$ cat config.mk
export PLATFORM = sky130hd
export DESIGN_NAME = nbgv_mul
export DESIGN_NICKNAME = d
export VERILOG_FILES = /design/src/rtl/core/nbgv_mul.sv
export SDC_FILE = /design/constraint.sdc
export NUM_CORES = 2
export LEC_CHECK = 0
export BUFFER_PORTS_ARGS = -buffer_cell sky130_fd_sc_hd__buf_2
export CAP_MARGIN = 20
export CORE_UTILIZATION = 35
export DETAILED_ROUTE_END_ITERATION = 16
export MAX_ROUTING_LAYER = met4
export SKIP_LAST_GASP = 1
export SLEW_MARGIN = 10
export SYNTH_ARGS = -nofsm -noshare
export SYNTH_HDL_FRONTEND = slang
export SYNTH_SLANG_ARGS = --single-unit
export TNS_END_PERCENT = 50
$ cat constraint.sdc
create_clock -name i_clk -period 9.9 [get_ports i_clk]
set_input_delay 0.99 -clock i_clk [delete_from_list [all_inputs] [get_ports i_clk]]
set_output_delay 0.99 -clock i_clk [all_outputs]
set_load 0.01 [all_outputs]
$ cat src/rtl/core/nbgv_mul.sv
// shared 32x32 unsigned multiplier with registered product
// no dependencies
`default_nettype none
module nbgv_mul (
    input  wire logic        i_clk,
    input  wire logic [31:0] i_a,
    input  wire logic [31:0] i_b,
    output logic      [63:0] o_prod
);
    logic [63:0] r_prod;

    always_ff @(posedge i_clk) begin
        r_prod <= 64'(i_a) * 64'(i_b);
    end

    assign o_prod = r_prod;
endmodule
`default_nettype wire

==> metrics.md <==
| Metric | Value |
|---|---|
| Vias per std cell | 4.90 |
| Clk slew on worst S/H paths | 60 ps |
| Drt wl/cell | 18.7 um |
| Vias | 24400 |
| Yosys Warn Count | 0 |
| CP max FO | 32 |
| Vias in the first global route | 26500 |
| Sequential share of the synthesized area | 3.69% |
| Fin area | 36600 um2 |
| Cell-by-cell trace of the critical path | buf_2, nand2_1, fa_1, inv_1, fa_1, fa_1, fa_1, fa_1, fa_1, fa_1, inv_1, fa_1, inv_1, ha_1, nand4_1, nor3_1, o2111ai_1, a31oi_1, a31o_2, a211oi_1, o21ai_1, xor2_1 |
| Area share of xor/xnor cells in the synthesized design | 1.52% |
| CP delay by family, top | adder cells |
| Root buffer cell | clkbuf_16 |
| Total track usage | 20.1% |
| Syn nets | 4972 |
| Final ANT Viol Nets | 0 |
| Largest register FFs | 64 |
| Area delta synth->final | 5.60% |
| Worst Path Buf+Inv | 4 |
| Syn Inst Count | 3748 |
| Max stage delay on crit path | 610 ps |
| DRT iter0 DRCs | 1269 |
| Max_cap viols | 0 |
| Most frequent cells in the layout | fa_1 (896), inv_1 (865), and2_1 (602) |
| # rows | 115 |
| Nature of the critical path startpoint | input pin |
| DRC viols | 0 |
| FFs w/ async S/R, synth | 0% |
| CP max stage cell | buf_2 |
| IO Port Bufs | 128 |
| GRT overflow | 0 |
| Post-CTS Resized | 0 |
| Post-synth EDFFs | 0 |
| Die Ht | 317 um |
| Worst path arrival time | 8870 ps |
| Worst setup margin | 1320 ps |
| Commonest non-fill, non-tap cell in the layout | fa_1 |
| Global-route wire length before repair | 150000 um |
| Distinct cells, synth | 57 |
| Final setup fails | 0 |
| Placement Setup Slack | 1050 ps |
| RePlAce Congestion | 0.886 |
| Initial antenna violation count | 11 |
| Worst slew margin | 46.3% |
| RSZ-0062 raised after global routing | false |
| Final setup TNS | 0 ps |
| CTS tree | done |
| CP endpoint kind | register |
| Total Wirelength | 93500 um |
| Minimum clock period | 8580 ps |
| Core ar. | 98300 um2 |
| Post-Synth Simple-Gate Area | 17.6% |
| Fmax | 0.117 GHz |
| IO Count | 129 |
| Synth Flop Type | dfxtp_1 |
| Status | complete, no violations |
| Worst Tran Pin Value | 805 ps |
| Largest net degree at the start of global routing | 33 |
| Maximum buffer depth of the clock tree | 2 |
| Net count reported at finish | 4914 |
| Hold WC Path Type | in -> reg |
| Final Max Tran Viols | 0 |
| Post-synthesis adder-cell area fraction | 61.2% |
| Synthesized flop and latch total | 64 |
| DR pass1 iterations | 7 |
| Mux cell area share after synthesis | 0.0289% |
| Fin. Hold Viols | 0 |
| Post-DP HPWL | 78000 um |
| Worst path most repeated cell | fa_1 |
| Final Cycle Share | 86.7% |
| Die area | 100000 um2 |
| Num CTS Buffers | 9 |
| Synth Area in Compound Gates | 4.15% |
| Crit path required time | 10190 ps |
| Main combinational cell family by area after synthesis | adder cells |
| Post-CTS setup buffers | 0 |
| Mapped Avg Cell Area | 9.25 um2 |
| Clock sinks | 64 |
| Hold-fix buffers, CTS | 0 |
| Initial Util | 35.3% |
| Die Wd | 317 um |
| Clock H-tree levels | 3 |
| Synth Cell Area | 34700 um2 |
| Layout cells sized above 1 | 4.98% |
| Crit path kind | in -> reg |
| Fill cells | 10000 |
| Placed Area | 36300 um2 |
-- synth_stat cells (all sizes together), types with 5 or more instances --
| library cell | number | share of area, % |
|---|---|---|
| o21a | 9 | 0.19 |
| nand3 | 10 | 0.14 |
| o21bai | 11 | 0.25 |
| nand2 | 480 | 5.2 |
| nor3 | 7 | 0.10 |
| o31ai | 5 | 0.23 |
| a21oi | 66 | 0.99 |
| a21o | 40 | 0.87 |
| clkbuf | 213 | 2.3 |
| nand4 | 23 | 0.41 |
| xor2 | 25 | 0.63 |
| a31oi | 12 | 0.22 |
| dfxtp | 64 | 3.7 |
| ha | 263 | 9.5 |
| nor2 | 20 | 0.22 |
| inv | 865 | 9.4 |
| and3 | 14 | 0.25 |
| o21ai | 26 | 0.38 |
| and2 | 602 | 11 |
| fa | 896 | 52 |
| xnor2 | 35 | 0.88 |
| buf | 7 | 0.097 |
-- layout make-up --
class | instances | area, um2 | area share [%]
multi-input cells | 2599 | 29300 | 80.1
inverters | 865 | 3250 | 8.87
well taps | 1287 | 1610 | 4.40
flip-flops and latches | 64 | 1280 | 3.50
repair buffers | 151 | 813 | 2.22
clock buffers | 10 | 239 | 0.653
clock inverters | 6 | 91.3 | 0.249
diodes | 9 | 22.5 | 0.0615
-- per-layer routing --
layer,global-route usage [%],share of wire [%],vias up
li1,-,-,10700
met1,23.8,39,13000
met2,36.1,54,557
met3,1.96,3.9,135
met4,5.92,3.1,0
met5,-,0,-
-- final timing paths --
kind | from | endpoint | slack, ps | cells after the start
max | i_b[23] | o_prod[62]$_DFF_P_ | 1320 | 22
min | i_b[0] | o_prod[0]$_DFF_P_ | 1280 | 2
-- through the flow --
step	std cells	hold slack, ps	util [%]
CTS	4982	1260	37.2
detailed placement	4966	1390	36.9
global route	4990	1280	37.3
floorplan	3748	1120	-
global placement	4966	1380	36.9
finish	4991	1280	37.3
-- kinds of logic after synthesis --
logic type                 count (synthesis)
AOI/OAI and AO/OA                        202
xor gates and xnor gates                  60
muxes                                      1
adders and majority gates               1159
and+or+nand+nor                         1177
buffers and inverters                   1085
DFF                                       64
Power is left out: the tool's default activity adds up to more than one toggle a clock period on the data nets, which glitch-free logic cannot reach.
