==> src/rtl/core/nbgv_pkg.sv <==
// shared types, constants and helpers for the n-body verlet step unit
// no dependencies
`default_nettype none
package nbgv_pkg;

    localparam logic [1:0] CFG_GRAV  = 2'd0;
    localparam logic [1:0] CFG_SOFT  = 2'd1;
    localparam logic [1:0] CFG_SUBST = 2'd2;

    localparam logic [30:0] GRAV_RESET  = 31'd65536;
    localparam logic [6:0]  SUBST_RESET = 7'd10;

    // squared distance threshold for pairs closer than 0.001, in q32.32
    localparam logic [63:0] DIST_MIN_SQ = 64'd4295;

    typedef struct packed {
        logic        go;
        logic [63:0] num_hi;
        logic [63:0] num_lo;
        logic [63:0] den;
    } t_div_req;

    typedef struct packed {
        logic        done;
        logic [63:0] quo;
    } t_div_rsp;

    typedef struct packed {
        logic        go;
        logic [63:0] val;
    } t_sqrt_req;

    typedef struct packed {
        logic        done;
        logic [31:0] root;
    } t_sqrt_rsp;

    function automatic logic signed [31:0] sat32(input logic signed [48:0] v);
        logic signed [31:0] r;
        if (v > 49'sh0_7FFF_FFFF) begin
            r = 32'sh7FFF_FFFF;
        end else if (v < 49'sh1_FFFF_8000_0000) begin
            r = 32'sh8000_0000;
        end else begin
            r = v[31:0];
        end
        return r;
    endfunction

    function automatic logic [31:0] abs32(input logic signed [31:0] v);
        logic [31:0] r;
        r = v[31] ? 32'(-v) : 32'(v);
        return r;
    endfunction

endpackage
`default_nettype wire

==> src/rtl/core/nbgv_sqrt.sv <==
// floor square root of a 64-bit value, two radicand bits a cycle
// uses nbgv_pkg
`default_nettype none
module nbgv_sqrt (
    input  wire logic               i_clk,
    input  wire logic               i_rst_n,
    input  wire nbgv_pkg::t_sqrt_req i_req,
    output nbgv_pkg::t_sqrt_rsp     o_rsp
);
    logic [63:0] r_v;
    logic [63:0] r_r;
    logic [63:0] r_bit;
    logic        r_run;
    logic        r_done;
    logic [63:0] w_tst;

    assign w_tst = r_r + r_bit;

    always_ff @(posedge i_clk) begin
        if (!i_rst_n) begin
            r_run  <= 1'b0;
            r_done <= 1'b0;
        end else if (i_req.go) begin
            r_v    <= i_req.val;
            r_r    <= 64'd0;
            r_bit  <= 64'h4000_0000_0000_0000;
            r_run  <= 1'b1;
            r_done <= 1'b0;
        end else if (r_run) begin
            if (r_v >= w_tst) begin
                r_v <= r_v - w_tst;
                r_r <= (r_r >> 1) + r_bit;
            end else begin
                r_r <= r_r >> 1;
            end
            r_bit <= r_bit >> 2;
            if (r_bit[0]) begin
                r_run  <= 1'b0;
                r_done <= 1'b1;
            end
        end
    end

    assign o_rsp.done = r_done;
    assign o_rsp.root = r_r[31:0];
endmodule
`default_nettype wire

==> config.mk <==
export PLATFORM = sky130hd
export DESIGN_NAME = nbgv_sqrt
export DESIGN_NICKNAME = d
export VERILOG_FILES = /design/src/rtl/core/nbgv_pkg.sv /design/src/rtl/core/nbgv_sqrt.sv
export SDC_FILE = /design/constraint.sdc
export NUM_CORES = 1
export LEC_CHECK = 0
export BUFFER_PORTS_ARGS = -buffer_cell sky130_fd_sc_hd__buf_2
export CAP_MARGIN = 20
export CORE_MARGIN = 2
export CORE_UTILIZATION = 30
export CTS_BUF_LIST = sky130_fd_sc_hd__clkbuf_8
export CTS_CLUSTER_DIAMETER = 120
export CTS_CLUSTER_SIZE = 10
export DETAILED_ROUTE_END_ITERATION = 12
export GPL_ROUTABILITY_DRIVEN = 1
export SETUP_SLACK_MARGIN = 0.1
export SYNTH_ARGS = -nofsm -noshare
export SYNTH_HDL_FRONTEND = slang
export SYNTH_SLANG_ARGS = --single-unit
==> constraint.sdc <==
create_clock -name i_clk -period 12.1 [get_ports i_clk]
set_input_delay 0.605 -clock i_clk [delete_from_list [all_inputs] [get_ports i_clk]]
set_output_delay 0.605 -clock i_clk [all_outputs]
set_load 0.02 [all_outputs]
==> results by group <==
Status
  – Outcome: completed

Drt
  – Remaining DRCs: 0
  – 1st-iter DRT viols: 865
  – First-pass DRT Iterations: 5
  – Vias: 13600
  – Post-DR wirelength/cell: 17.7 um
  – Detailed Route WL: 44700 um
  – DRT antenna net count: 0
  – Via density: 5.36

CTS
  – Root buffer cell: clkbuf_8
  – Clock Latency Late Sink: 520 ps
  – # hold bufs at CTS: 0
  – Inserted Clock Buffers: 17
  – Setup Fix Bufs, Post-CTS: 0
  – Clock Tree Buf Depth: 2
  – CTS clk-pin slew, worst paths: 100 ps
  – Clk sink count: 162
  – H-tree depth: 4
  – CTS tree: yes
  – Post-cts resize count: 0

Critical path
  – Buffers & Inverters on Critical Path: 3
  – Top delay family on crit path: compound AO/OA/AOI/OAI gates
  – Crit path depth: 23
  – CP Max Fanout: 64
  – Startpoint types: register
  – Crit path kind: register to register
  – Crit-path cells: ha_1 -> ha_1 -> a21o_1 -> a31oi_1 -> o311a_1 -> a211oi_1 -> o311ai_0 -> a21oi_1 -> o21ai_1 -> a2bb2oi_1 -> o22ai_1 -> xnor2_1 -> ha_1 -> inv_1 -> o21bai_1 -> a21o_1 -> a211oi_1 -> o311ai_0 -> nor4_1 -> a21o_1 -> buf_4 -> a21oi_4 -> buf_4
  – WP data required: 12260 ps
  – CP Data Arrival Time: 6970 ps
  – Slowest cell on crit path: o311ai_0
  – Crit end category: register
  – Worst r2r path cells: 23
  – Largest stage delay on the critical path: 540 ps

Synth
  – Syn. warnings: 0
  – Post-Synthesis Cells: 1826
  – Synth Register Bits: 162
  – Number of enable flip-flop cells after synthesis: 160
  – Synth cell types: 86
  – Register area share after synthesis: 31.4%
  – Post-Syn Area: 15400 um^2
  – Asr flop ratio synth: 0%
  – Ys flop type: edfxtp_1
  – Avg Cell Area, Syn: 8.46 um^2
  – Post-Syn Nets: 2024

STA
  – Setup tns final: 0 ps
  – Fmax achieved: 147 MHz
  – Relative slew margins: 29.2%
  – Fin crit period: 6810 ps
  – Skew final: 12.6 ps
  – Worst hold slack: 365 ps
  – Worst-margin pin slew: 1060 ps
  – Final Hold Viols: 0
  – RSZ-0062 raised after global routing: no
  – Slew Limit Fails: 0
  – Setup violations, final: 0
  – Final worst path period share: 56.2%

Pwr
  – Switching pwr: 1.09 mW
  – Clk pwr share: 18.9%
  – PwrDens: 151 nW/um^2
  – Comb power frac: 49.7%
  – IR drop worst, VDD: 0.0585 mV
  – Net Sw Frac: 43.3%
  – Internal power: 1.43 mW
  – Part of the power in registers: 31.5%
  – Lkg Pwr: 6.11 nW

Floorplan
  – Num ports: 100
  – Rows: 83
  – Core Footprint: 51100 um^2
  – Starting Density: 30.2%
  – Die height: 231 um
  – Die width: 231 um
  – Die ar.: 53300 um^2

Finish
  – # diodes: 0
  – Most frequent cells in the layout: 236 x nand2_1, 165 x nor2_1, 163 x o21ai_0, 160 x edfxtp_1, 136 x a21oi_1
  – Final core occ: 32.5%
  – Layout cell share with drive strength beyond 1: 9.51%
  – Nets: 2036
  – Commonest non-fill, non-tap cell in the layout: nand2_1
  – Cell area after layout: 16600 um^2
  – Area growth, synth to finish: 7.63%
  – Fill cells: 5376

Hold path
  – Hold crit path type: input pin to register
  – Hold depth: 3

Placed design
  – Input/output buffers: 99
  – Routability Congestion: 0.916
  – Post-DP Area: 16200 um^2
  – Detailed Place HPWL: 34800 um

GRT
  – First-pass GRT wire length: 70900 um
  – Initial antenna violation count: 0
  – Largest net degree at the start of global routing: 104
  – GRT Overall Usage: 16.7%
  – Vias in the first global route: 12900
  – Grt total ovfl: 0

Flow run
  – Max Cap Violations: 0
-- sequential cells by signal (all words and copies together), names as in the netlist --
name    cells
r_done      1
r_r        64
r_run       1
r_bit      32
r_v        64
-- cells by family (layout without fill, tap and decap cells) --
group	count (synthesis)	count (layout)	share of synthesized area, %
flip-flops	162	162	31.4
buffers and inverters	150	175	5.42
multiplexers	2	2	0.146
adder cells (fa/ha/maj)	131	131	10.7
AND/OR/NAND/NOR	641	641	19.3
XOR/XNOR	175	175	9.92
AO/OA/AOI/OAI	565	565	23.2
-- layout make-up --
| cell class | instances | area, um^2 | area share (%) |
|---|---|---|---|
| Tap cell | 680 | 851 | 5.12 |
| Sequential cell | 162 | 4840 | 29.1 |
| Inverter | 38 | 144 | 0.865 |
| Timing Repair Buffer | 105 | 547 | 3.29 |
| Multi-Input combinational cell | 1514 | 9790 | 58.9 |
| Clock inverter | 15 | 218 | 1.31 |
| Clock buffer | 17 | 234 | 1.41 |
-- worst paths after layout --
path                                 from  endpoint  slack (ps)
worst max-delay path             r_bit[0]   r_v[62]        5290
worst min register to register      r_run    r_done         530
worst max register to register   r_bit[0]   r_v[62]        5290
worst min-delay path            i_req[56]   r_v[56]         370
-- power groups by stage --
stage | Combinational (mW) | Sequential (mW) | Clock [mW]
floorplan | 0.997 | 0.769 | 0
global placement | 1.23 | 0.802 | 0
detailed placement | 1.24 | 0.801 | 0
CTS | 1.24 | 0.790 | 0.488
global route | 1.40 | 0.802 | 0.502
finish | 1.25 | 0.792 | 0.475
-- worst reg2reg max path: cells and delay by family, from the launching register on --
kind / cells / cell delay, ps
AOI/OAI and AO/OA: 15 / 3520
buffers and inverters: 3 / 920
adders and majority gates: 3 / 780
and+or+nand+nor: 1 / 500
DFF: 1 / 460
xor gates and xnor gates: 1 / 200
-- cell usage after synthesis, types with 4 or more instances --
master,n,area [um^2]
nand2_1,236,886
nor2_1,165,619
o21ai_0,163,816
edfxtp_1,160,4800
a21oi_1,138,691
ha_1,130,1630
xnor2_1,90,788
xor2_1,85,744
clkbuf_1,58,218
a31oi_1,53,332
nor2b_1,51,319
a211oi_1,38,285
inv_1,38,143
nand3_1,38,190
nand4_1,38,238
buf_4,33,248
o21bai_1,31,233
a21o_1,28,210
nor3_1,27,135
and3_1,15,93.8
a31o_2,13,114
nand2b_1,12,75.1
o21a_1,11,82.6
and2_1,10,62.6
nor4_1,10,62.6
o211ai_1,9,67.6
o31ai_1,9,67.6
and4_1,8,70.1
a22oi_1,6,45.0
clkbuf_8,6,82.6
o2111ai_1,6,52.6
or3_1,6,37.5
nor3b_1,5,37.5
o21ai_1,5,25.0
a211o_1,4,35.0
a21boi_0,4,30.0
a41oi_1,4,35.0
buf_2,4,20.0
o22ai_1,4,25.0
or2_2,4,25.0
-- routing by layer --
layer | GRT usage [%] | wire length [um] | vias up
li1 | - | - | 6745
met1 | 23.4 | 21400 | 6387
met2 | 26.1 | 19900 | 372
met3 | 2.45 | 2230 | 57
met4 | 5.75 | 1140 | 0
met5 | 0 | 0 | -
-- stage by stage --
| stage | worst slack [ps] | cells | total power [mW] |
|---|---|---|---|
| after global placement | 5350 | 2499 | 2.03 |
| final | 5290 | 2531 | 2.52 |
| after CTS | 5250 | 2531 | 2.52 |
| after floorplan | 3910 | 1826 | 1.77 |
| after global routing | 4740 | 2531 | 2.70 |
| after detailed placement | 5280 | 2499 | 2.04 |
Power figures use the tool's default switching activity.
