<file path="config.mk">
export PLATFORM = sky130hd
export DESIGN_NAME = nbgv_div
export DESIGN_NICKNAME = d
export VERILOG_FILES = /design/src/rtl/core/nbgv_pkg.sv /design/src/rtl/core/nbgv_div.sv
export SDC_FILE = /design/constraint.sdc
export NUM_CORES = 1
export LEC_CHECK = 0
export BUFFER_PORTS_ARGS = -buffer_cell sky130_fd_sc_hd__buf_2
export CORE_ASPECT_RATIO = 2
export CORE_MARGIN = 1
export CORE_UTILIZATION = 30
export DETAILED_ROUTE_END_ITERATION = 12
export PLACE_DENSITY_LB_ADDON = 0.2
export SLEW_MARGIN = 40
export SYNTH_ARGS = -nofsm -noshare
export SYNTH_HDL_FRONTEND = slang
export SYNTH_SLANG_ARGS = --single-unit
</file>
<file path="constraint.sdc">
create_clock -name i_clk -period 21.8 [get_ports i_clk]
set_input_delay 4.36 -clock i_clk [delete_from_list [all_inputs] [get_ports i_clk]]
set_output_delay 4.36 -clock i_clk [all_outputs]
set_load 0.05 [all_outputs]
</file>
<file path="src/rtl/core/nbgv_pkg.sv">
// shared types, constants and helpers for the n-body verlet step unit
// no dependencies
`default_nettype none
package nbgv_pkg;

    localparam logic [1:0] CFG_GRAV  = 2'd0;
    localparam logic [1:0] CFG_SOFT  = 2'd1;
    localparam logic [1:0] CFG_SUBST = 2'd2;

    localparam logic [30:0] GRAV_RESET  = 31'd65536;
    localparam logic [6:0]  SUBST_RESET = 7'd10;

    // squared distance threshold for pairs closer than 0.001, in q32.32
    localparam logic [63:0] DIST_MIN_SQ = 64'd4295;

    typedef struct packed {
        logic        go;
        logic [63:0] num_hi;
        logic [63:0] num_lo;
        logic [63:0] den;
    } t_div_req;

    typedef struct packed {
        logic        done;
        logic [63:0] quo;
    } t_div_rsp;

    typedef struct packed {
        logic        go;
        logic [63:0] val;
    } t_sqrt_req;

    typedef struct packed {
        logic        done;
        logic [31:0] root;
    } t_sqrt_rsp;

    function automatic logic signed [31:0] sat32(input logic signed [48:0] v);
        logic signed [31:0] r;
        if (v > 49'sh0_7FFF_FFFF) begin
            r = 32'sh7FFF_FFFF;
        end else if (v < 49'sh1_FFFF_8000_0000) begin
            r = 32'sh8000_0000;
        end else begin
            r = v[31:0];
        end
        return r;
    endfunction

    function automatic logic [31:0] abs32(input logic signed [31:0] v);
        logic [31:0] r;
        r = v[31] ? 32'(-v) : 32'(v);
        return r;
    endfunction

endpackage
`default_nettype wire

</file>
<file path="src/rtl/core/nbgv_div.sv">
// restoring divider, 128 by 64 bit, one quotient bit a cycle, saturating
// uses nbgv_pkg
`default_nettype none
module nbgv_div (
    input  wire logic              i_clk,
    input  wire logic              i_rst_n,
    input  wire nbgv_pkg::t_div_req i_req,
    output nbgv_pkg::t_div_rsp     o_rsp
);
    logic [63:0] r_rem;
    logic [63:0] r_lo;
    logic [63:0] r_den;
    logic [63:0] r_q;
    logic [5:0]  r_cnt;
    logic        r_run;
    logic        r_done;
    logic [64:0] w_sh;
    logic        w_ge;

    assign w_sh = {r_rem, r_lo[63]};
    assign w_ge = w_sh >= {1'b0, r_den};

    always_ff @(posedge i_clk) begin
        if (!i_rst_n) begin
            r_run  <= 1'b0;
            r_done <= 1'b0;
        end else if (i_req.go) begin
            r_den <= i_req.den;
            if (i_req.num_hi >= i_req.den) begin
                // quotient does not fit
                r_q    <= '1;
                r_run  <= 1'b0;
                r_done <= 1'b1;
            end else begin
                r_rem  <= i_req.num_hi;
                r_lo   <= i_req.num_lo;
                r_cnt  <= 6'd63;
                r_run  <= 1'b1;
                r_done <= 1'b0;
            end
        end else if (r_run) begin
            if (w_ge) begin
                r_rem <= 64'(w_sh - {1'b0, r_den});
                r_q   <= {r_q[62:0], 1'b1};
            end else begin
                r_rem <= w_sh[63:0];
                r_q   <= {r_q[62:0], 1'b0};
            end
            r_lo <= {r_lo[62:0], 1'b0};
            if (r_cnt == 6'd0) begin
                r_run  <= 1'b0;
                r_done <= 1'b1;
            end else begin
                r_cnt <= r_cnt - 6'd1;
            end
        end
    end

    assign o_rsp.done = r_done;
    assign o_rsp.quo  = r_q;
endmodule
`default_nettype wire

</file>
==> run metrics, run 1 <==
status=completed; DRC Markers=0; hold-fix buffers at CTS=0; full die area=55,700 sq um; count of final max-slew check failures=0; placed instance area=18,400 sq um; antenna viol nets, final=0; Synth Register Bits=about 260; H-tree levels=1; Setup Viol. Count Final=0; EDFF count, synth=262; grt ovf=0; average wire per standard cell=about 21 microns; Synth-to-Final Area Change=17.6%; Starting Density=30.5%; synth unique cells=76; RSZ-0062 raised after global routing=no; Post-Synth Simple-Gate Area=12.7%; largest net degree at the start of global routing=97; Rows=120; Placer Congestion=roughly 0.9; Inst Count DP=between 2,000 and 2,500; XOR/XNOR share of the synthesized area=3.20%; proportion of netlist area held by the largest area contributor=47.9%; CORE AREA=around 54,000 sq um; Syn Area/Cell=10.8 sq um; setup repair bufs after CTS=0; CP Max Fanout=77; ys flop type=edfxtp_1; sequential-to-total area share from yosys stat=48.2%; Max Fclk=123 MHz; Leak Pwr=0.00799 uW; port buffer count=259; first-pass GRT wire length=76.2 mm; # IOs=260; Clock Latency Late Sink=0.60 ns; MaxCap Viol Count=0; largest family of logic cells by synthesized area=compound AO/OA/AOI/OAI gates; Mapped Area=16,400 sq um; Compound-Gate Fraction of Synth Area=15.5%; vias in the first global route=13,426; final instance area=19,300 sq um; Mapped Cells=1,516; clock network power share=34.9%; Final Skew=~0.025 ns; PwrDens=75.0 nW/um^2; Hold Vio Cnt, Final=0; Max Buffers Root-to-Sink=3; Num CTS Buffers=28; Worst Setup Start Kind=input pin; YS warnings=0; total power=1450 uW; Combinational Power Share=22.8%; Net Switching=439 uW; CP Capture Type=flop; net count after synthesis=1,842; Final nets=2,067; Synth Area in Adders=about 10%; arrival time at the worst endpoint=8.38 ns; vias per cell=5.18; DP HPWL=37.9 mm; die width=167 microns; multiplexer area fraction after synthesis=5.06%; asr flop ratio synth=0%; layout cells sized above 1=26.4%; Hold/Removal Path Class=flop to flop; CTS Sinks=264; DRT Pass-1 Iters=5; largest cells by area after synthesis=edfxtp_1 48%, ha_1 9.9%, mux2_2 4.4%, inv_1 3.3%, a21oi_1 3.2%; Max rail drop VDD=0.0557 mV; setup TNS=0 ns; multi-input logic area=~7700 sq um; Util after Layout=between 30% and 40%; Finished Layout Cells=~2,400; Slew @ Worst Pin=0.808 ns; chip height=~330 microns; Rel. slew slack=46.0%; Period minus WS final=8.16 ns; CTS tree=yes; switching part of the total=30.3%; fin crit share=37.4%; CTS clk-pin slew, worst paths=0.06 ns; initial antenna violation count=24; Initial DRC Count=555; Cell Int Power=between 1000 and 1500 uW; Total GRT Usage=17.7%; Reg area=7910 sq um; Total Wirelength=50.0 mm; dominant cell type by area after synthesis=edfxtp_1; CP required=22.02 ns; Reg power frac=between 40% and 50%; Root Driver=clkbuf_16; routed via count=between 10,000 and 15,000; # fillers=5,430; critical path class=input pin to flop; cts repair resizes=0
==> through the flow <==
| step | hold slack [ns] | setup WS (ns) |
|---|---|---|
| CTS | 0.531 | 13.64 |
| global route | 0.555 | 13.42 |
| finish | 0.527 | 13.64 |
| floorplan | 0.485 | 8.54 |
| global placement | 0.514 | 12.62 |
| detailed placement | 0.515 | 12.98 |
==> power by group through the flow <==
stage | clock, uW | sequential (uW) | combinational, uW
finish | 505 | 613 | 330
global route | 535 | 616 | 362
CTS | 526 | 613 | 333
detailed placement | 0 | 623 | 331
global placement | 0 | 624 | 326
floorplan | 0 | 639 | 215
==> cells by family (layout without fill, tap and decap cells) <==
family / after synthesis / count (layout)
mux: 75 / 75
flops: 264 / 264
simple gates: 406 / 406
xor+xnor: 60 / 60
buf+inv: 217 / 463
fa+ha+maj: 131 / 131
other cells: 0 / 2
compound gates: 363 / 363
==> per-layer routing <==
metal	vias up	routed length [microns]	part of all wire [%]	global-route usage [%]
li1	6072	-	-	-
met1	6065	18000	36	18.0
met2	348	27200	54	34.4
met3	109	2850	5.7	4.01
met4	28	1800	3.6	6.91
met5	-	179	0.36	0
==> state kept, by name, summed over array words and instances, names as in the netlist <==
name and flops:
r_den 64, r_lo 64, r_q 64, r_rem 64, r_cnt 6, r_done 1
r_run 1
==> cell usage after synthesis, drive strengths merged, types with 5 or more instances <==
| cell type | number |
|---|---|
| nand2 | 105 |
| nor3 | 12 |
| a2111oi | 8 |
| o21bai | 11 |
| xnor2 | 36 |
| o221ai | 5 |
| o211ai | 7 |
| xor2 | 24 |
| ha | 130 |
| a21o | 68 |
| inv | 144 |
| a221o | 11 |
| o21ai | 51 |
| or2 | 68 |
| a21boi | 5 |
| edfxtp | 262 |
| mux2 | 64 |
| a2111o | 5 |
| nor4 | 6 |
| mux2i | 11 |
| nand2b | 9 |
| clkbuf | 43 |
| and3 | 23 |
| and4 | 7 |
| nor2b | 10 |
| nand3 | 48 |
| a21oi | 108 |
| buf | 30 |
| o311ai | 35 |
| nand4 | 35 |
| and2 | 11 |
| nor2 | 62 |
| a221oi | 6 |
| o21a | 8 |
==> final timing paths <==
kind         startpoint        end  slack, ns  cells after the start
min reg2reg     r_q[30]    r_q[31]       0.53                      1
max          i_req[128]   r_lo[48]      13.64                     14
max reg2reg    r_rem[8]  r_rem[61]      17.31                     12
min             r_q[30]    r_q[31]       0.53                      1
==> cells in the final DEF (no fill, tap or decap), types with 6 or more instances in the layout <==
| cell | netlist | layout |
|---|---|---|
| inv_1 | 144 | 143 |
| buf_2 | 18 | 258 |
| edfxtp_1 | 262 | 262 |
| mux2_2 | 64 | 64 |
| and2_1 | 10 | 9 |
| xor2_1 | 24 | 24 |
| o311ai_0 | 11 | 11 |
| a221o_1 | 11 | 11 |
| or2_2 | 66 | 66 |
| o311ai_1 | 23 | 23 |
| a21o_1 | 68 | 68 |
| and4_1 | 7 | 7 |
| nor2b_1 | 9 | 9 |
| nor3_1 | 12 | 11 |
| nor2_1 | 61 | 61 |
| o21ai_0 | 46 | 46 |
| nand2b_1 | 9 | 9 |
| nand3_1 | 48 | 48 |
| nor4_1 | 6 | 6 |
| a221oi_1 | 6 | 6 |
| o211ai_1 | 7 | 7 |
| mux2i_1 | 11 | 11 |
| clkinv_2 | 0 | 6 |
| o21a_1 | 7 | 7 |
| o21bai_1 | 11 | 11 |
| nand4_1 | 35 | 35 |
| xnor2_1 | 36 | 36 |
| and3_1 | 23 | 22 |
| a21oi_1 | 105 | 105 |
| clkbuf_16 | 0 | 28 |
| ha_1 | 130 | 130 |
| nand2_1 | 105 | 105 |
==> cell type report <==
cell class,instances,area share [%]
tap,671,4.35
inverter,144,2.80
clock inverter,21,1.16
timing repair buffer,268,7.28
multi-input combinational,1035,39.7
sequential,264,41.0
antenna,2,0.0259
clock buffer,30,3.67
==> worst max-delay path: stages <==
cell,delay [ns]
buf_2,0.10
inv_1,0.07
ha_1,0.22
nand2b_1,0.14
a21o_1,0.20
a21o_1,0.18
a21o_1,0.18
a21o_1,0.17
a2111oi_0,0.46
o21ai_0,0.27
a211o_1,0.31
a2111o_1,0.47
a21boi_4,0.51
buf_6,0.62
Power figures use the tool's default switching activity.
==> run 2, diff against run 1 <==
==> constraint.sdc (replaced) <==
create_clock -name i_clk -period 6.75 [get_ports i_clk]
set_input_delay 1.35 -clock i_clk [delete_from_list [all_inputs] [get_ports i_clk]]
set_output_delay 1.35 -clock i_clk [all_outputs]
set_load 0.05 [all_outputs]
==> run 2 against run 1 <==
  * Setup slack lost 12 ns
  * Critical path depth is the same
  * Non-clock buffer count is the same
  * First-iteration DRC count grew 1.6%
  * Wire length grew 0.48%
  * Sequential power grew to 3.2 times the previous value
  * Clock power grew to 3.1 times the previous value
  * Register-to-register slack lost 15 ns
  * Cell count shrank 0.16%
  * Cell area shrank 0.25%
  * Critical path type unchanged
  * Largest cell class unchanged
==> run metrics, run 2 (synthesis gave the netlist of run 1 again) <==
Worst Setup Start Kind=input pin (unchanged); Max Buffers Root-to-Sink=3 (unchanged); Starting Density=30.5% (unchanged); Num CTS Buffers=29 (was 28); full die area=55,700 sq um (unchanged); DRC Markers=0 (unchanged); vias per cell=5.14 (was 5.18); cts repair resizes=0 (unchanged); Total Wirelength=50.3 mm (was 50.0 mm); antenna viol nets, final=0 (unchanged); cell depth of the worst min-delay path=1 (unchanged); Final nets=2,068 (was 2,067); largest net degree at the start of global routing=101 (was 97); reg2reg end=r_rem[23] (was r_rem[61]); status=completed (unchanged); Root Driver=clkbuf_16 (unchanged); Leak Pwr=0.00797 uW (was 0.00799 uW); MaxCap Viol Count=0 (unchanged); first-pass GRT wire length=77.4 mm (was 76.2 mm); max incr delay on CP=0.51 ns (was 0.62 ns); count of final max-slew check failures=0 (unchanged); critical path class=input pin to flop (unchanged); CTS clk-pin slew, worst paths=0.06 ns (about the same); port buffer count=259 (unchanged); Hold Crit Start=r_q[48] (was r_q[30]); Rows=120 (unchanged); flop2flop setup slack=2.26 ns (was 17.31 ns); CP Max Fanout=53 (was 77); vias in the first global route=13,428 (was 13,426); H-tree levels=1 (unchanged); average wire per standard cell=20.7 microns (was 20.6 microns); Slew @ Worst Pin=0.800 ns (was 0.808 ns); Most Frequent Cell on Critical Path=a21o_1 (unchanged); initial antenna violation count=6 (was 24); Placer Congestion=0.902 (was 0.886); grt ovf=0 (unchanged); final instance area=19,300 sq um (about the same); setup repair bufs after CTS=0 (unchanged); Clock Latency Late Sink=0.58 ns (was 0.60 ns); Final Skew=0.0128 ns (was 0.0254 ns); PwrDens=240 nW/um^2 (was 75.0 nW/um^2); RSZ-0062 raised after global routing=no (unchanged); placed instance area=18,400 sq um (about the same); Inst Count DP=2,382 (unchanged); Max rail drop VDD=0.170 mV (was 0.0557 mV); CP Cell Sequence=buf_2 -> inv_1 -> ha_1 -> nand2b_1 -> a21o_1 -> a21o_1 -> a21o_1 -> a21o_1 -> a2111oi_0 -> o21ai_0 -> a211o_1 -> a2111o_1 -> a21boi_4 -> buf_12 (was buf_2 -> inv_1 -> ha_1 -> nand2b_1 -> a21o_1 -> a21o_1 -> a21o_1 -> a21o_1 -> a2111oi_0 -> o21ai_0 -> a211o_1 -> a2111o_1 -> a21boi_4 -> buf_6); most frequent cells in the layout=262 x edfxtp_1, 258 x buf_2, 143 x inv_1, 130 x ha_1 (unchanged); hold-fix buffers at CTS=0 (unchanged); arrival time at the worst endpoint=4.96 ns (was 8.38 ns); worst hold path endpoint=r_q[49] (was r_q[31]); layout cells sized above 1=26.3% (was 26.4%); DP HPWL=38.2 mm (was 37.9 mm); CTS tree=yes (unchanged); setup TNS=0 ns (unchanged); Worst Path Buf+Inv=3 (unchanged); Total GRT Usage=18.0% (was 17.7%); CTS Sinks=264 (unchanged); CP Capture Type=flop (unchanged); commonest non-fill, non-tap cell in the layout=edfxtp_1 (unchanged); Initial DRC Count=564 (was 555); # IOs=260 (unchanged); Setup Viol. Count Final=0 (unchanged); Period minus WS final=between 4 and 5 ns; Hold Vio Cnt, Final=0 (unchanged); DRT Pass-1 Iters=5 (unchanged); chip height=333 microns (unchanged); Synth-to-Final Area Change=17.3% (was 17.6%); Max Fclk=roughly 210 MHz; Hold/Removal Path Class=flop to flop (unchanged); Crit path max-delay family=compound AO/OA/AOI/OAI gates (unchanged); total power=4610 uW (was 1450 uW); CORE AREA=53,800 sq um (unchanged); Rel. slew slack=46.7% (was 46.0%); R2R depth=11 (was 12); Finished Layout Cells=2,431 (was 2,435); Critical Path Slowest Stage Cell=a21boi_4 (was buf_6); fin crit share=69.8%; CP required=7.00 ns (was 22.02 ns); die width=167 microns (unchanged); routed via count=12,485 (was 12,622); Worst R2R Start=r_rem[0] (was r_rem[8])
-- run 2: final cells by class --
type	instances	area, sq um
well taps	671	840
clock buffers	32	737
fillers	5455	34500
flip-flops and latches	264	7910
multi-input cells	1035	7660
repair buffers	268	1430
inverters	144	541
clock inverters	16	140
diodes	1	2.50
-- run 2: where the power goes --
group,switching (uW),internal [uW]
clock,708,855
combinational,660,409
sequential,43.3,1940
-- run 2: through the flow --
| step | hold WS (ns) | utilization [%] | worst slack [ns] |
|---|---|---|---|
| final | 0.525 | 35.8 | 2.04 |
| after global routing | 0.546 | 35.8 | 1.78 |
| after CTS | 0.523 | 35.8 | 1.97 |
| after detailed placement | 0.512 | 34.2 | 1.35 |
| after global placement | 0.510 | 34.2 | 1.43 |
| after floorplan | 0.485 | - | 0.591 |
-- run 2: how the worst max path moves through the flow --
stage                           from  endpoint  slack [ns]  cells after the start
after floorplan           i_req[128]   r_lo[0]        0.59                     12
after global placement    i_req[128]  r_lo[28]        1.43                     14
after detailed placement  i_req[128]  r_lo[10]        1.35                     14
after CTS                 i_req[128]  r_lo[12]        1.97                     14
after global routing      i_req[128]   r_lo[4]        1.78                     14
final                     i_req[128]   r_lo[4]        2.04                     14
-- run 2: per-layer routing --
metal  GRT usage, %  wire length (microns)
met1           19.0                  18700
met2           34.9                  27300
met5              0                     62
met3           3.11                   2510
met4           6.70                   1720
-- run 2: worst reg2reg max path: stages, from the launching register on --
cell and delay, ns:
edfxtp_1 0.48, ha_1 0.35, nor2b_2 0.17, o2111ai_2 0.19, and3_1 0.23, o21ai_2 0.21
o2111ai_1 0.29, a2111o_1 0.54, a2111o_1 0.38, and3_4 0.39, buf_4 0.43, o311ai_0 0.57
